**src/hdl/rti_pkg.sv**
```systemverilog
// Shared types and constants for the ray/triangle intersection core.
// Used by rti_div_step, ray_triangle_intersect_core, rti_checker and the testbench; no dependencies.
package rti_pkg;

	// Default coordinate format: signed Q11.10.
	localparam int COORD_BITS_DEF      = 21;
	localparam int COORD_FRAC_BITS_DEF = 10;

	// Packed vector field width and number of vector fields per item.
	localparam int FIELD_BITS = 63;
	localparam int NUM_FIELDS = 5;

	// Distance output format, unsigned Q16.16.
	localparam int DIST_BITS = 32;
	localparam int DIST_FRAC = 16;

	// Determinant threshold register, in Q.30 units.
	localparam int          EPS_BITS  = 32;
	localparam int          EPS_FRAC  = 30;
	localparam logic [31:0] EPS_RESET = 32'd1074;

	// Control group carried alongside each item through the divider stages.
	typedef struct packed {
		logic vld;
		logic hit;
		logic sat;
	} rti_ctl_t;

endpackage

```
**src/hdl/rti_div_step.sv**
```systemverilog
// One restoring-division stage: produces one quotient bit per item.
// Depends on rti_pkg for the control struct and the quotient width.
module rti_div_step #(
	parameter int W = 69
) (
	input  logic                          clk,
	input  logic                          arst_n,
	input  logic                          en,
	input  rti_pkg::rti_ctl_t             ctl_in,
	input  logic [W-1:0]                  det_in,
	input  logic [W-1:0]                  rem_in,
	input  logic [rti_pkg::DIST_BITS-1:0] quo_in,
	input  logic [rti_pkg::DIST_FRAC-1:0] nb_in,
	output rti_pkg::rti_ctl_t             ctl_out,
	output logic [W-1:0]                  det_out,
	output logic [W-1:0]                  rem_out,
	output logic [rti_pkg::DIST_BITS-1:0] quo_out,
	output logic [rti_pkg::DIST_FRAC-1:0] nb_out
);

	logic [W:0]   trial;
	logic         ge;
	logic [W-1:0] rem_nx;

	// Bring in the next numerator bit and try to subtract the divisor.
	always_comb begin
		trial  = {rem_in, nb_in[rti_pkg::DIST_FRAC-1]};
		ge     = (trial >= {1'b0, det_in});
		rem_nx = ge ? W'(trial - {1'b0, det_in}) : trial[W-1:0];
	end

	// Control travels with reset; payload needs none.
	always_ff @(posedge clk or negedge arst_n) begin
		if (!arst_n) begin
			ctl_out <= '0;
		end else if (en) begin
			ctl_out <= ctl_in;
		end
	end

	always_ff @(posedge clk) begin
		if (en) begin
			det_out <= det_in;
			rem_out <= rem_nx;
			quo_out <= {quo_in[rti_pkg::DIST_BITS-2:0], ge};
			nb_out  <= {nb_in[rti_pkg::DIST_FRAC-2:0], 1'b0};
		end
	end

endmodule

```
**config.mk**
```make
export PLATFORM = sky130hd
export DESIGN_NAME = rti_div_step
export DESIGN_NICKNAME = d
export VERILOG_FILES = /design/src/hdl/rti_pkg.sv /design/src/hdl/rti_div_step.sv
export SDC_FILE = /design/constraint.sdc
export NUM_CORES = 1
export LEC_CHECK = 0
export BUFFER_PORTS_ARGS = -buffer_cell sky130_fd_sc_hd__buf_2
export CAP_MARGIN = 25
export CORE_MARGIN = 2
export CORE_UTILIZATION = 40
export DETAILED_ROUTE_END_ITERATION = 10
export GPL_ROUTABILITY_DRIVEN = 1
export HOLD_SLACK_MARGIN = 0.15
export PLACE_DENSITY = 0.62
export REMOVE_ABC_BUFFERS = 1
export SYNTH_ARGS = -nofsm -noshare
export SYNTH_HDL_FRONTEND = slang
export SYNTH_SLANG_ARGS = --single-unit
```
**constraint.sdc**
```tcl
create_clock -name clk -period 1.6 [get_ports clk]
set_clock_uncertainty 0.1 [all_clocks]
set_input_delay 0.48 -clock clk [delete_from_list [all_inputs] [get_ports clk]]
set_output_delay 0.48 -clock clk [all_outputs]
set_load 0.01 [all_outputs]
```
==> impl_metrics.env <==
export IMPL_outcome="finished with violations"
export IMPL_violations="negative setup slack"
export IMPL_startpoint_type="input pin"
export IMPL_syn2layout_area_growth_pct=63.62
export IMPL_setup_slack_ns=-1.504
export IMPL_clock_fmax_mhz=322.1
export IMPL_route_met2_wl_microns=18330
export IMPL_cts_root_buf="clkbuf_16"
export IMPL_synth_area_sq_um=10790
export IMPL_start_util_pct=40.36
export IMPL_critical_path_slowest_cell="a221o_1"
export IMPL_track_usage_pct=24.98
export IMPL_drc=0
export IMPL_antenna_left=0
export IMPL_syn_inst=1021
export IMPL_critical_path_cell_chain="buf_8 > inv_4 > ha_4 > inv_2 > fa_2 > a21o_1 > a311o_1 > a211oi_2 > a211oi_2 > nor2_2 > o21ai_2 > a221o_1 > a21boi_2 > xor2_1 > o21ai_1"
export IMPL_fin_crit_sh_pct=194.0
export IMPL_min_path_type="in2reg"
export IMPL_grt_overflow_total=0
export IMPL_crit_type="in2reg"
export IMPL_grt_pass1_vias=10790
export IMPL_synth_seq_cells=188
export IMPL_rsz0062_at_grt="true"
export IMPL_wl_microns=36420
export IMPL_dpl_hpwl_microns=27080
export IMPL_drt_iter0_drc=680
export IMPL_final_nets=2064
export IMPL_p_per_area_nw_per_um2=884.1
export IMPL_n_fill_cell=2117
export IMPL_ios=381
export IMPL_crit_top_cell="a211oi_2"
export IMPL_ys_warn_count=0
export IMPL_die_h_microns=168.2
export IMPL_seq_area_frac_synth_pct=52.20
export IMPL_via_per_inst=4.951
export IMPL_clockBufferDepth=2
export IMPL_cts_buffers=17
export IMPL_drv_cap=0
export IMPL_synth_area_top_cells="edfxtp_1 52%, ha_1 8.0%, nand2_1 4.1%, a21oi_1 3.9%, inv_1 3.2%"
export IMPL_pre_cts_ws_ns=-2.204
export IMPL_cp_max_fo=3
export IMPL_irDropWorstVdd_mv=0.7697
export IMPL_detail_route_first_pass_iterations=5
export IMPL_fin_crit_ns=3.104
export IMPL_cp_end_kind="flop"
export IMPL_row_count=60
export IMPL_gp_congestion=0.8986
export IMPL_slowest_delay_ns=0.44
export IMPL_wl_per_cell_microns=16.85
export IMPL_synth_edf_count=185
export IMPL_wl_met1_microns=15310
export IMPL_final_max_slew_viol_count=0
export IMPL_yosysMostFrequentCell="edfxtp_1"
export IMPL_drive_gt1_share_pct=44.79
export IMPL_synth_common_cells="185 x edfxtp_1, 119 x nand2_1, 93 x inv_1, 85 x a21oi_1, 69 x ha_1"
export IMPL_wl_met3_microns=2084
export IMPL_synth_async_sr_flop_share_pct=1.596
export IMPL_avgSynthCellArea_sq_um=10.56
export IMPL_synth_top_area_share_pct=51.50
export IMPL_synth_distinct_cells=70
export IMPL_critPathArrivalTime_ns=3.18
export IMPL_htreeDepth=4
export IMPL_yosysTopAreaCell="edfxtp_1"
export IMPL_antenna_found_initial=6
export IMPL_critPathRequiredTime_ns=1.68
export IMPL_clock_sinks=188
export IMPL_final_setup_viol_count=71
export IMPL_highest_layer="met4"
export IMPL_p_total_w=0.01560
export IMPL_die_x_microns=168.2
export IMPL_grt_max_degree=52
export IMPL_cts_tree="built"
export IMPL_synthFlopType="edfxtp_1"
export IMPL_port_buffer_count=378
export IMPL_grt_pass1_wl_microns=55640
export IMPL_path_clk_slew_ns=0.08
export IMPL_routed_via_count=10700
export IMPL_insertion_delay_ns=0.43
export IMPL_power_leakage_nw=8.124
export IMPL_cp_num_buf_inv=3
export IMPL_path_delay_family="compound AO/OA/AOI/OAI gates"
export IMPL_design_core_area_sq_um=26730
export IMPL_die_area_sq_um=28300
export IMPL_finalHoldViolations=0
==> final cells by class <==
cell class | instances | area [sq um] | share of cell area (%)
antenna | 6 | 15.01 | 0.08507
clock buffer | 19 | 442.9 | 2.510
clock inverter | 13 | 148.9 | 0.8436
inverter | 93 | 356.6 | 2.020
multi-input combinational | 703 | 5060 | 28.67
sequential | 188 | 5630 | 31.90
tap | 341 | 426.7 | 2.417
timing repair buffer | 799 | 5569 | 31.55
==> where the power goes <==
group | total, W | internal, W | switching, W
clock | 0.00446 | 0.00226 | 0.00219
sequential | 0.00621 | 0.00607 | 0.000142
combinational | 0.00494 | 0.00249 | 0.00245
==> final timing paths <==
check	startpoint	endpoint	slack (ns)	cells past startpoint
worst min-delay path	det_in[31]	det_out[31]	0.17	1
worst max register to register	ctl_out[1]	ctl_out[1]	0.73	1
worst min register to register	ctl_out[2]	ctl_out[2]	0.42	1
min in group asynchronous	arst_n	ctl_out[1]	0.27	2
max in group asynchronous	arst_n	ctl_out[2]	1.03	2
worst max-delay path	nb_in[15]	rem_out[64]	-1.50	15
==> through the flow <==
stage	std cells	hold slack, ns	util, %	area [sq um]	TNS (ns)
after detailed placement	1995	0.1815	56.79	15180	-142.16
after CTS	2152	0.1540	65.44	17490	-96.58
after floorplan	984	0.08441	-	10600	-141.56
final	2162	0.1651	66.04	17650	-97.43
after global routing	2161	0.1540	66.03	17650	-105.92
after global placement	1995	0.1771	56.79	15180	-136.44
==> cell families after synthesis <==
group	Yosys count	share of synthesized area (%)
compound gates	302	17.32
xor+xnor	64	5.197
fa+ha+maj	70	8.189
buf+inv	130	5.011
flops	188	52.20
mux	8	0.8351
other cells	1	0.03477
simple gates	258	11.22
==> cell usage in the layout (no fill, tap or decap), types with 31 or more instances in the layout <==
master,instances
buf_2,372
o21ai_0,38
dlygate4sd3_1,110
nand2_1,118
buf_4,297
a21oi_1,77
o21ai_1,67
edfxtp_1,185
inv_1,88
nor2_1,43
ha_1,54
xor2_1,31
xnor2_1,31
==> state kept, by name (all words and copies together) (netlist names) <==
register,flops
ctl_out,3
det_out,69
nb_out,15
quo_out,32
rem_out,69
==> layer usage <==
metal  GRT usage [%]  vias up
met5               0        -
met1           30.99     5008
met4           7.234        0
met2           44.89      366
li1                -     5288
met3           4.020       41
==> repair_timing <==
item | CTS | global route
endpoints found under the setup margin | 75 | 81
hold buffers | 110 | 0
pin swaps | 38 | 18
gates resized for setup | 75 | 24
cloned | 4 | 0
hold endpoints to repair | 112 | 0
buffers inserted | 11 | 4
No activity file was read; power rests on OpenSTA's default activity.
